==> config.mk <==
export PLATFORM = sky130hd
export DESIGN_NAME = hsv_to_rgb_converter_core
export DESIGN_NICKNAME = d
export VERILOG_FILES = /design/src/rtl/core/hsv_pkg.sv /design/src/rtl/core/hsv_factor.sv /design/src/rtl/core/hsv_product.sv /design/src/rtl/core/hsv_div255.sv /design/src/rtl/core/hsv_to_rgb_converter_core.sv
export SDC_FILE = /design/constraint.sdc
export NUM_CORES = 1
export LEC_CHECK = 0
export BUFFER_PORTS_ARGS = -buffer_cell sky130_fd_sc_hd__clkbuf_2
export CORE_MARGIN = 5
export CORE_UTILIZATION = 35
export DETAILED_ROUTE_END_ITERATION = 8
export GPL_TIMING_DRIVEN = 0
export PLACE_DENSITY = 0.59
export SETUP_SLACK_MARGIN = 0.3
export SYNTH_ARGS = -nofsm -noshare
export SYNTH_HDL_FRONTEND = slang
export SYNTH_SLANG_ARGS = --single-unit
==> constraint.sdc <==
create_clock -name clk -period 7.3 [get_ports clk]
set_input_delay 0 -clock clk [delete_from_list [all_inputs] [get_ports clk]]
set_output_delay 0 -clock clk [all_outputs]
set_load 0.05 [all_outputs]
==> src/rtl/core/hsv_pkg.sv <==
// Shared types and constants for the HSV to RGB color converter.
// Holds the port word types, the stage-to-stage word types and the fixed-point constants.
// Depends on nothing.
`timescale 1ns / 1ps
`default_nettype none

package hsv_pkg;

    localparam logic [7:0]  UNIT        = 8'd255;
    localparam logic [7:0]  HALF_UNIT   = 8'd127;
    localparam logic [15:0] DEN         = 16'd65280;
    localparam logic [15:0] HALF_DEN    = 16'd32640;
    localparam logic [8:0]  FSCALE      = 9'd256;
    localparam logic [15:0] RECIP       = 16'd32897;
    localparam int          RECIP_SHIFT = 23;

    typedef enum logic [2:0] {
        SEC_RED     = 3'd0,
        SEC_YELLOW  = 3'd1,
        SEC_GREEN   = 3'd2,
        SEC_CYAN    = 3'd3,
        SEC_BLUE    = 3'd4,
        SEC_MAGENTA = 3'd5
    } sector_t;

    typedef struct packed {
        logic [10:0] hue;
        logic [7:0]  saturation;
        logic [7:0]  brightness;
    } hsv_word_t;

    typedef struct packed {
        logic [7:0] red;
        logic [7:0] green;
        logic [7:0] blue;
    } rgb_word_t;

    typedef struct packed {
        sector_t     sector;
        logic [7:0]  brightness;
        logic [7:0]  fp;
        logic [15:0] fq;
        logic [15:0] ft;
    } factor_t;

    typedef struct packed {
        sector_t     sector;
        logic [7:0]  brightness;
        logic [15:0] xp;
        logic [15:0] xq;
        logic [15:0] xt;
    } product_t;

    typedef struct packed {
        sector_t    sector;
        logic [7:0] brightness;
        logic [7:0] p;
        logic [7:0] q;
        logic [7:0] t;
    } pqt_t;

endpackage

`default_nettype wire

==> src/rtl/core/hsv_factor.sv <==
// First pipeline stage: sector decode and the three scale factors 1-s, 1-s*f, 1-s*(1-f).
// Uses the word types and constants of hsv_pkg.
`timescale 1ns / 1ps
`default_nettype none

module hsv_factor (
    input  wire logic              clk,
    input  wire logic              rst_n,
    input  wire logic              pixel_valid,
    output logic                   pixel_stall,
    input  wire hsv_pkg::hsv_word_t pixel,
    output logic                   fac_valid,
    input  wire logic              fac_stall,
    output hsv_pkg::factor_t       fac
);

    logic             valid_reg;
    hsv_pkg::factor_t fac_reg;
    hsv_pkg::factor_t fac_next;
    logic [7:0]       frac;
    logic [8:0]       inv_frac;
    logic [15:0]      s_frac;
    logic [15:0]      s_inv_frac;

    assign pixel_stall = valid_reg && fac_stall;
    assign fac_valid   = valid_reg;
    assign fac         = fac_reg;

    always_comb
    begin
        frac       = pixel.hue[7:0];
        inv_frac   = hsv_pkg::FSCALE - {1'b0, frac};
        s_frac     = 16'(pixel.saturation) * 16'(frac);
        s_inv_frac = 16'(pixel.saturation) * 16'(inv_frac);

        case (pixel.hue[10:8])
            3'd0:    fac_next.sector = hsv_pkg::SEC_RED;
            3'd1:    fac_next.sector = hsv_pkg::SEC_YELLOW;
            3'd2:    fac_next.sector = hsv_pkg::SEC_GREEN;
            3'd3:    fac_next.sector = hsv_pkg::SEC_CYAN;
            3'd4:    fac_next.sector = hsv_pkg::SEC_BLUE;
            3'd5:    fac_next.sector = hsv_pkg::SEC_MAGENTA;
            3'd6:    fac_next.sector = hsv_pkg::SEC_RED;
            3'd7:    fac_next.sector = hsv_pkg::SEC_YELLOW;
            default: fac_next.sector = hsv_pkg::SEC_RED;
        endcase

        fac_next.brightness = pixel.brightness;
        fac_next.fp         = hsv_pkg::UNIT - pixel.saturation;
        fac_next.fq         = hsv_pkg::DEN - s_frac;
        fac_next.ft         = hsv_pkg::DEN - s_inv_frac;
    end

    always_ff @(posedge clk or negedge rst_n)
    begin
        if (!rst_n)
        begin
            valid_reg <= 1'b0;
        end
        else if (!pixel_stall)
        begin
            valid_reg <= pixel_valid;
        end
    end

    always_ff @(posedge clk)
    begin
        if (!pixel_stall && pixel_valid)
        begin
            fac_reg <= fac_next;
        end
    end

endmodule

`default_nettype wire

==> src/rtl/core/hsv_product.sv <==
// Second pipeline stage: brightness times each factor plus the rounding offset.
// Uses the stage word types and constants of hsv_pkg.
`timescale 1ns / 1ps
`default_nettype none

module hsv_product (
    input  wire logic             clk,
    input  wire logic             rst_n,
    input  wire logic             fac_valid,
    output logic                  fac_stall,
    input  wire hsv_pkg::factor_t fac,
    output logic                  prod_valid,
    input  wire logic             prod_stall,
    output hsv_pkg::product_t     prod
);

    logic              valid_reg;
    hsv_pkg::product_t prod_reg;
    hsv_pkg::product_t prod_next;
    logic [15:0]       mul_p;
    logic [23:0]       sum_q;
    logic [23:0]       sum_t;

    assign fac_stall  = valid_reg && prod_stall;
    assign prod_valid = valid_reg;
    assign prod       = prod_reg;

    // The q and t sums are divided by 256 here; the remaining division by 255 follows.
    always_comb
    begin
        mul_p = 16'(fac.brightness) * 16'(fac.fp);
        sum_q = 24'(fac.brightness) * 24'(fac.fq) + 24'(hsv_pkg::HALF_DEN);
        sum_t = 24'(fac.brightness) * 24'(fac.ft) + 24'(hsv_pkg::HALF_DEN);

        prod_next.sector     = fac.sector;
        prod_next.brightness = fac.brightness;
        prod_next.xp         = mul_p + 16'(hsv_pkg::HALF_UNIT);
        prod_next.xq         = sum_q[23:8];
        prod_next.xt         = sum_t[23:8];
    end

    always_ff @(posedge clk or negedge rst_n)
    begin
        if (!rst_n)
        begin
            valid_reg <= 1'b0;
        end
        else if (!fac_stall)
        begin
            valid_reg <= fac_valid;
        end
    end

    always_ff @(posedge clk)
    begin
        if (!fac_stall && fac_valid)
        begin
            prod_reg <= prod_next;
        end
    end

endmodule

`default_nettype wire

==> src/rtl/core/hsv_div255.sv <==
// Third pipeline stage: exact division of the three sums by 255 through a reciprocal multiply.
// Uses the stage word types and constants of hsv_pkg.
`timescale 1ns / 1ps
`default_nettype none

module hsv_div255 (
    input  wire logic              clk,
    input  wire logic              rst_n,
    input  wire logic              prod_valid,
    output logic                   prod_stall,
    input  wire hsv_pkg::product_t prod,
    output logic                   pqt_valid,
    input  wire logic              pqt_stall,
    output hsv_pkg::pqt_t          pqt
);

    logic          valid_reg;
    hsv_pkg::pqt_t pqt_reg;
    hsv_pkg::pqt_t pqt_next;

    // The reciprocal 32897 / 2^23 gives the exact floor of x / 255 for every x up to 65279.
    function automatic logic [7:0] div255(input logic [15:0] x);
        logic [31:0] full;
        full = 32'(x) * 32'(hsv_pkg::RECIP);
        return full[hsv_pkg::RECIP_SHIFT +: 8];
    endfunction

    assign prod_stall = valid_reg && pqt_stall;
    assign pqt_valid  = valid_reg;
    assign pqt        = pqt_reg;

    always_comb
    begin
        pqt_next.sector     = prod.sector;
        pqt_next.brightness = prod.brightness;
        pqt_next.p          = div255(prod.xp);
        pqt_next.q          = div255(prod.xq);
        pqt_next.t          = div255(prod.xt);
    end

    always_ff @(posedge clk or negedge rst_n)
    begin
        if (!rst_n)
        begin
            valid_reg <= 1'b0;
        end
        else if (!prod_stall)
        begin
            valid_reg <= prod_valid;
        end
    end

    always_ff @(posedge clk)
    begin
        if (!prod_stall && prod_valid)
        begin
            pqt_reg <= pqt_next;
        end
    end

    a_within_brightness: assert property (@(posedge clk) disable iff (!rst_n)
        pqt_valid |-> (pqt.p <= pqt.brightness) && (pqt.q <= pqt.brightness)
                      && (pqt.t <= pqt.brightness))
        else $error("p, q or t exceeds brightness");

    a_p_lowest: assert property (@(posedge clk) disable iff (!rst_n)
        pqt_valid |-> (pqt.p <= pqt.q) && (pqt.p <= pqt.t))
        else $error("p is not the smallest of p, q and t");

    a_hold_on_stall: assert property (@(posedge clk) disable iff (!rst_n)
        pqt_valid && pqt_stall |=> pqt_valid && $stable(pqt))
        else $error("stage word changed while stalled");

endmodule

`default_nettype wire

==> src/rtl/core/hsv_to_rgb_converter_core.sv <==
// Top level of the HSV to RGB color converter: three arithmetic stages and the channel select.
// Instantiates hsv_factor, hsv_product and hsv_div255; uses hsv_pkg.
//
// One pixel word enters and one color word leaves per clock, unless a stall holds the pipeline.
// The four register stages are the factor multiplies, the brightness multiplies, the reciprocal
// multiplies for the division by 255, and the six-way sector select into the output register.
// Each stage holds its word while its successor stalls and takes a new word into any empty slot,
// so a stall on the color side reaches the pixel side only once the pipeline is full.
`timescale 1ns / 1ps
`default_nettype none

module hsv_to_rgb_converter_core (
    input  wire logic               clk,
    input  wire logic               rst_n,
    input  wire logic               pixel_valid,
    output logic                    pixel_stall,
    input  wire hsv_pkg::hsv_word_t pixel,
    output logic                    color_valid,
    input  wire logic               color_stall,
    output hsv_pkg::rgb_word_t      color
);

    logic               fac_valid;
    logic               fac_stall;
    hsv_pkg::factor_t   fac;
    logic               prod_valid;
    logic               prod_stall;
    hsv_pkg::product_t  prod;
    logic               pqt_valid;
    logic               pqt_stall;
    hsv_pkg::pqt_t      pqt;
    logic               valid_reg;
    hsv_pkg::rgb_word_t color_reg;
    hsv_pkg::rgb_word_t color_next;

    hsv_factor u_factor (
        .clk         (clk),
        .rst_n       (rst_n),
        .pixel_valid (pixel_valid),
        .pixel_stall (pixel_stall),
        .pixel       (pixel),
        .fac_valid   (fac_valid),
        .fac_stall   (fac_stall),
        .fac         (fac)
    );

    hsv_product u_product (
        .clk        (clk),
        .rst_n      (rst_n),
        .fac_valid  (fac_valid),
        .fac_stall  (fac_stall),
        .fac        (fac),
        .prod_valid (prod_valid),
        .prod_stall (prod_stall),
        .prod       (prod)
    );

    hsv_div255 u_div255 (
        .clk        (clk),
        .rst_n      (rst_n),
        .prod_valid (prod_valid),
        .prod_stall (prod_stall),
        .prod       (prod),
        .pqt_valid  (pqt_valid),
        .pqt_stall  (pqt_stall),
        .pqt        (pqt)
    );

    assign pqt_stall   = valid_reg && color_stall;
    assign color_valid = valid_reg;
    assign color       = color_reg;

    always_comb
    begin
        case (pqt.sector)
            hsv_pkg::SEC_RED:
            begin
                color_next.red   = pqt.brightness;
                color_next.green = pqt.t;
                color_next.blue  = pqt.p;
            end
            hsv_pkg::SEC_YELLOW:
            begin
                color_next.red   = pqt.q;
                color_next.green = pqt.brightness;
                color_next.blue  = pqt.p;
            end
            hsv_pkg::SEC_GREEN:
            begin
                color_next.red   = pqt.p;
                color_next.green = pqt.brightness;
                color_next.blue  = pqt.t;
            end
            hsv_pkg::SEC_CYAN:
            begin
                color_next.red   = pqt.p;
                color_next.green = pqt.q;
                color_next.blue  = pqt.brightness;
            end
            hsv_pkg::SEC_BLUE:
            begin
                color_next.red   = pqt.t;
                color_next.green = pqt.p;
                color_next.blue  = pqt.brightness;
            end
            default:
            begin
                color_next.red   = pqt.brightness;
                color_next.green = pqt.p;
                color_next.blue  = pqt.q;
            end
        endcase
    end

    always_ff @(posedge clk or negedge rst_n)
    begin
        if (!rst_n)
        begin
            valid_reg <= 1'b0;
        end
        else if (!pqt_stall)
        begin
            valid_reg <= pqt_valid;
        end
    end

    always_ff @(posedge clk)
    begin
        if (!pqt_stall && pqt_valid)
        begin
            color_reg <= color_next;
        end
    end

endmodule

`default_nettype wire
After elaboration in Yosys (flattened, before gate mapping)
Memories as Yosys holds them, arrays and structs flattened. A register that Yosys moved wholly into a read port is not among the register bits.
Index checks and enable logic that the tools add are counted.
{"block": "word_totals", "mem_count": 1, "output_inout_bits": 26, "reg_bits": 170, "rom_bits": 24}
{"memory": "(name not given)", "depth": 8, "word_bits": 3, "rd": 1, "rd_clocked_by_memory_dff": 1, "write_ports": 0, "line_no": "hsv_factor.sv:36", "source": "case (pixel.hue[10:8])"}
{"block": "classes", "multipliers": 8, "addsub": 7, "reduce_logical": 13, "n_mux": 1, "eq_ne": 4}
{"op": "$pmux W24 S5", "n": 1}
{"op": "$mul A16 B16 Y31 const B", "n": 3}
{"op": "$add A24 B15 Y24 const B", "n": 2}
{"op": "$mul A8 B16 Y24", "n": 2}
{"op": "$mul A8 B8 Y16", "n": 2}
{"op": "$sub A16 B16 Y16 const A", "n": 2}
{"op": "$add A16 B7 Y16 const B", "n": 1}
{"op": "$mul A8 B9 Y16", "n": 1}
{"op": "$sub A9 B8 Y9 const A", "n": 1}
{"op": "$logic_and A1 B1 Y1", "n": 8}
{"op": "$sub A8 B8 Y8 const A", "n": 1}
{"op": "$eq A3 B2 Y1 const B", "n": 2}
{"op": "$logic_not A1 Y1", "n": 4}
{"op": "$eq A3 B1 Y1 const B", "n": 1}
{"op": "$eq A3 B3 Y1 const B", "n": 1}
{"op": "$logic_not A3 Y1", "n": 1}

Depth between registers and ports, before layout
{"block": "logic_depth", "depth_word": 6, "depth_mapped": 24, "mapped_depth_nobuf": 22}

By module
Synthesis repeated with hierarchy kept, for this count alone.
{"block": "hier_totals", "hier_cells": 2534, "area_unflattened_um2": 25044.0}
{"mod": "hsv_product", "cells_each": 1281, "seq_area_each_um2": 1796.7, "area_each_um2": 12097.9, "n_inst": 1}
{"mod": "hsv_factor", "cells_each": 675, "seq_area_each_um2": 1526.5, "area_each_um2": 6507.5, "n_inst": 1}
{"mod": "hsv_div255", "cells_each": 421, "seq_area_each_um2": 1076.0, "area_each_um2": 4732.0, "n_inst": 1}
{"mod": "hsv_to_rgb_converter_core", "cells_each": 157, "seq_area_each_um2": 745.7, "area_each_um2": 1706.6, "n_inst": 1}

Least setup slack after synthesis
Ideal clock, no wire load.
{"block": "synth_path", "path_kind": "reg2reg", "startpoint": "register u_factor.fac_reg (netlist bit u_factor.fac[40])", "endpoint": "register u_product.prod_reg (netlist bit u_product.prod[15]) (data pin)", "period_less_slack_ns": 5.156, "n_path_buf": 2, "required_time_ns": 7.040, "path_slack_ns": 2.144, "path_stages_with_launch": 19, "setup_time_ns": 0.260, "t_arrival_ns": 4.897, "path_cell_list": "edfxtp_1 -> clkbuf_1 -> clkbuf_1 -> nand2_1 -> fa_1 -> inv_1 -> fa_1 -> fa_1 -> inv_1 -> fa_1 -> inv_1 -> ha_1 -> or2_1 -> a2111o_1 -> a211o_1 -> a22o_2 -> o41ai_4 -> o21ba_2 -> xnor2_1"}
{"item": "from (decl)", "line_no": "hsv_factor.sv:18", "source": "hsv_pkg::factor_t fac_reg;"}
{"item": "from (signal assigned)", "line_no": "hsv_factor.sv:70", "source": "fac_reg <= fac_next;"}
{"item": "to (signal assigned)", "line_no": "hsv_product.sv:58", "source": "prod_reg <= prod_next;"}
{"item": "to (decl)", "line_no": "hsv_product.sv:18", "source": "hsv_pkg::product_t prod_reg;"}

==> flow_summary_export.csv <==
group,metric,value,unit
outcome,outcome,"complete, no violations",
cts,cts_tree,"done",
placed_design,placed_area,0.02600,sq mm
min_path,hold_class,"in2reg",
die,core_area,0.06966,sq mm
synthesis,synth_top_cell_by_area,"fa_1",
timing,hold_viol_final,0,
global_route,track_usage,15.32,%
synthesis,synthFlopType,"edfxtp_1",
synthesis,syn_inst,2498,
cells_and_area,drive_above_1_share,4.333,%
global_route,grt_start_max_net_pins,42,
cts,clock_tree.buffer_depth,2,
route,drt_pre_antenna_iters,5,
synthesis,synth_top_area_share,23.47,%
route,drc,0,
route,ant_nets,0,
die,dieArea,0.07533,sq mm
synthesis,yosys_warnings,0,
timing,timing.fmax,0.1550,GHz
synthesis,ys_ff_latch,172,
placed_design,portBuffers,52,
die,rows,97,
route,viasPerCell,4.811,
route,num_vias,17070,
cts,clk_latency,0.49,ns
timing,drv_slew,0,
global_route,antenna_found_initial,0,
critical_path,end_kind,"flip-flop",
synthesis,synth_area,0.02448,sq mm
timing,relSlewSlack,37.85,%
route,wl,55510,um
synthesis,synth_edf_count,168,
synthesis,synth_nets,3237,
synthesis,syn_avg_cell_area,9.799,sq um
timing,worstMarginPinSlew,0.9322,ns
timing,period_share,88.38,%
cells_and_area,nets,3334,
timing,fin_setup_tns,0,ns
critical_path,cp_data_arrival_time,6.70,ns
timing,rsz0062_at_grt,"false",
critical_path,start_kind,"flip-flop",
cts,h-tree-depth,4,
timing,skew,0.01308,ns
critical_path,cp.required,7.55,ns
cts,cts.clk_slew.worst_paths,0.08,ns
global_route,overflow,0,
global_route,first_global_vias,16820,
route,wl_per_cell,15.64,um
synthesis,seq_area_frac_synth,21.02,%
route,first_iter_violations,1158,
synthesis,synthTopCellsByArea,"fa_1 23%, ha_1 22%, edfxtp_1 21%",
die,initial_core_util,35.14,%
die,die_h,274.5,um
die,pin_count,57,
cells_and_area,largest_reg_flops,59,
critical_path,worstSetupPathType,"reg2reg",
cts,clock_sinks,172,
synthesis,synth_cell_types,65,
synthesis,async_flop_share,2.326,%
run,cap_violations,0,
cts,cts_made_buffers,17,
cells_and_area,diodes,0,
critical_path,crit_fanout,10,
cts,clock-root-buffer,"clkbuf_16",
placed_design,dp_hpwl,45200,um
placed_design,finalWeightedCongestion,0.8873,
die,fp.dieW,274.5,um
cells_and_area,final_cell_area,0.02687,sq mm
cts,cts_setup_buffers,0,
global_route,grt_pass1_wl,91240,um
timing,finalCriticalPeriod,6.452,ns
timing,finalSetupViolations,0,
cells_and_area,area_growth,9.763,%
## cells in the final DEF (no fill, tap or decap), drive strengths merged, types with 10 or more instances in the layout
| cell type | count |
|---|---|
| a21o | 30 |
| a21oi | 65 |
| a221o | 10 |
| and2 | 210 |
| and3 | 11 |
| clkbuf | 136 |
| dlygate4sd3 | 22 |
| edfxtp | 168 |
| fa | 287 |
| ha | 421 |
| inv | 514 |
| nand2 | 259 |
| nand2b | 11 |
| nand3 | 19 |
| nor2 | 73 |
| nor2b | 15 |
| nor3 | 19 |
| nor4 | 10 |
| o21a | 16 |
| o21ai | 50 |
| xnor2 | 72 |
| xor2 | 19 |
## metrics by stage
stage	hold WS (ns)	instances	util, %	setup WS (ns)
finish	0.2107	3548	38.57	0.8479
global route	0.2307	3548	38.57	0.4943
CTS	0.1806	3548	38.57	0.6823
detailed placement	-0.1881	3494	37.33	0.7048
global placement	-0.1870	3490	37.20	0.6808
floorplan	-0.2956	2498	-	2.144
## final timing paths
check                                             startpoint                        endpoint  slack [ns]  depth (start not counted)
worst max-delay path              u_factor.fac[44]$_DFFE_PP_    u_product.prod[45]$_DFFE_PP_        0.85                         18
worst min-delay path                               pixel[16]       u_factor.fac[0]$_DFFE_PP_        0.21                          3
worst max register to register    u_factor.fac[44]$_DFFE_PP_    u_product.prod[45]$_DFFE_PP_        0.85                         18
worst min register to register  u_product.prod[56]$_DFFE_PP_      u_div255.pqt[32]$_DFFE_PP_        0.42                          0
max in group asynchronous                              rst_n  u_factor.fac_valid$_DFFE_PN0N_        6.69                          3
min in group asynchronous                              rst_n         color_valid$_DFFE_PN0N_        0.44                          3
## timing repair
action | in CTS | in global routing
hold buffers | 22 | 0
setup endpoints to repair | 0 | 1
gates resized for setup | 0 | 3
endpoints found under the hold margin | 31 | 0
## synthesized netlist by cell type (30+ instances only)
cell type  count
a21o_1        30
a21oi_1       65
and2_1       209
clkbuf_1      66
edfxtp_1     168
fa_1         287
ha_1         421
inv_1        503
nand2_1      259
nor2_1        73
o21ai_0       50
xnor2_1       72
## layout make-up
| class | instances | area, sq um |
|---|---|---|
| Buffer | 70 | 265.3 |
| Clock buffer | 17 | 425.4 |
| Clock inverter | 15 | 217.7 |
| Fill cell | 7055 | 42800 |
| Inverter | 504 | 1892 |
| Multi-Input combinational cell | 1752 | 17190 |
| Sequential cell | 172 | 5145 |
| Tap cell | 940 | 1176 |
| Timing Repair Buffer | 78 | 555.5 |
## per-layer routing
layer	global-route usage, %	part of all wire [%]
met5	0	0
met1	21.58	47
met3	2.581	5.0
met4	3.571	1.6
met2	24.73	46
## critical path, stage by stage, from the launching register on
cell,delay (ns)
edfxtp_1,0.44
clkbuf_1,0.49
clkbuf_1,0.63
nand2_1,0.17
fa_1,0.54
inv_1,0.05
fa_1,0.51
inv_1,0.05
fa_1,0.47
inv_1,0.05
fa_1,0.47
ha_1,0.36
and2_1,0.16
a311oi_1,0.35
a21oi_1,0.16
and4_1,0.24
a2111oi_1,0.53
a21oi_1,0.16
xor2_1,0.38
## cells by family (layout without fill, tap and decap cells)
family	after synthesis	after routing	synth area share, %
fa+ha+maj	708	708	44.99
simple gates	658	658	13.34
buf+inv	574	684	8.807
compound gates	279	279	7.892
flops	172	172	21.02
xor+xnor	91	91	3.256
mux	16	16	0.6952
Power is not shown: default switching activity piles up to over one toggle a cycle in this logic, so the estimate is an artifact.
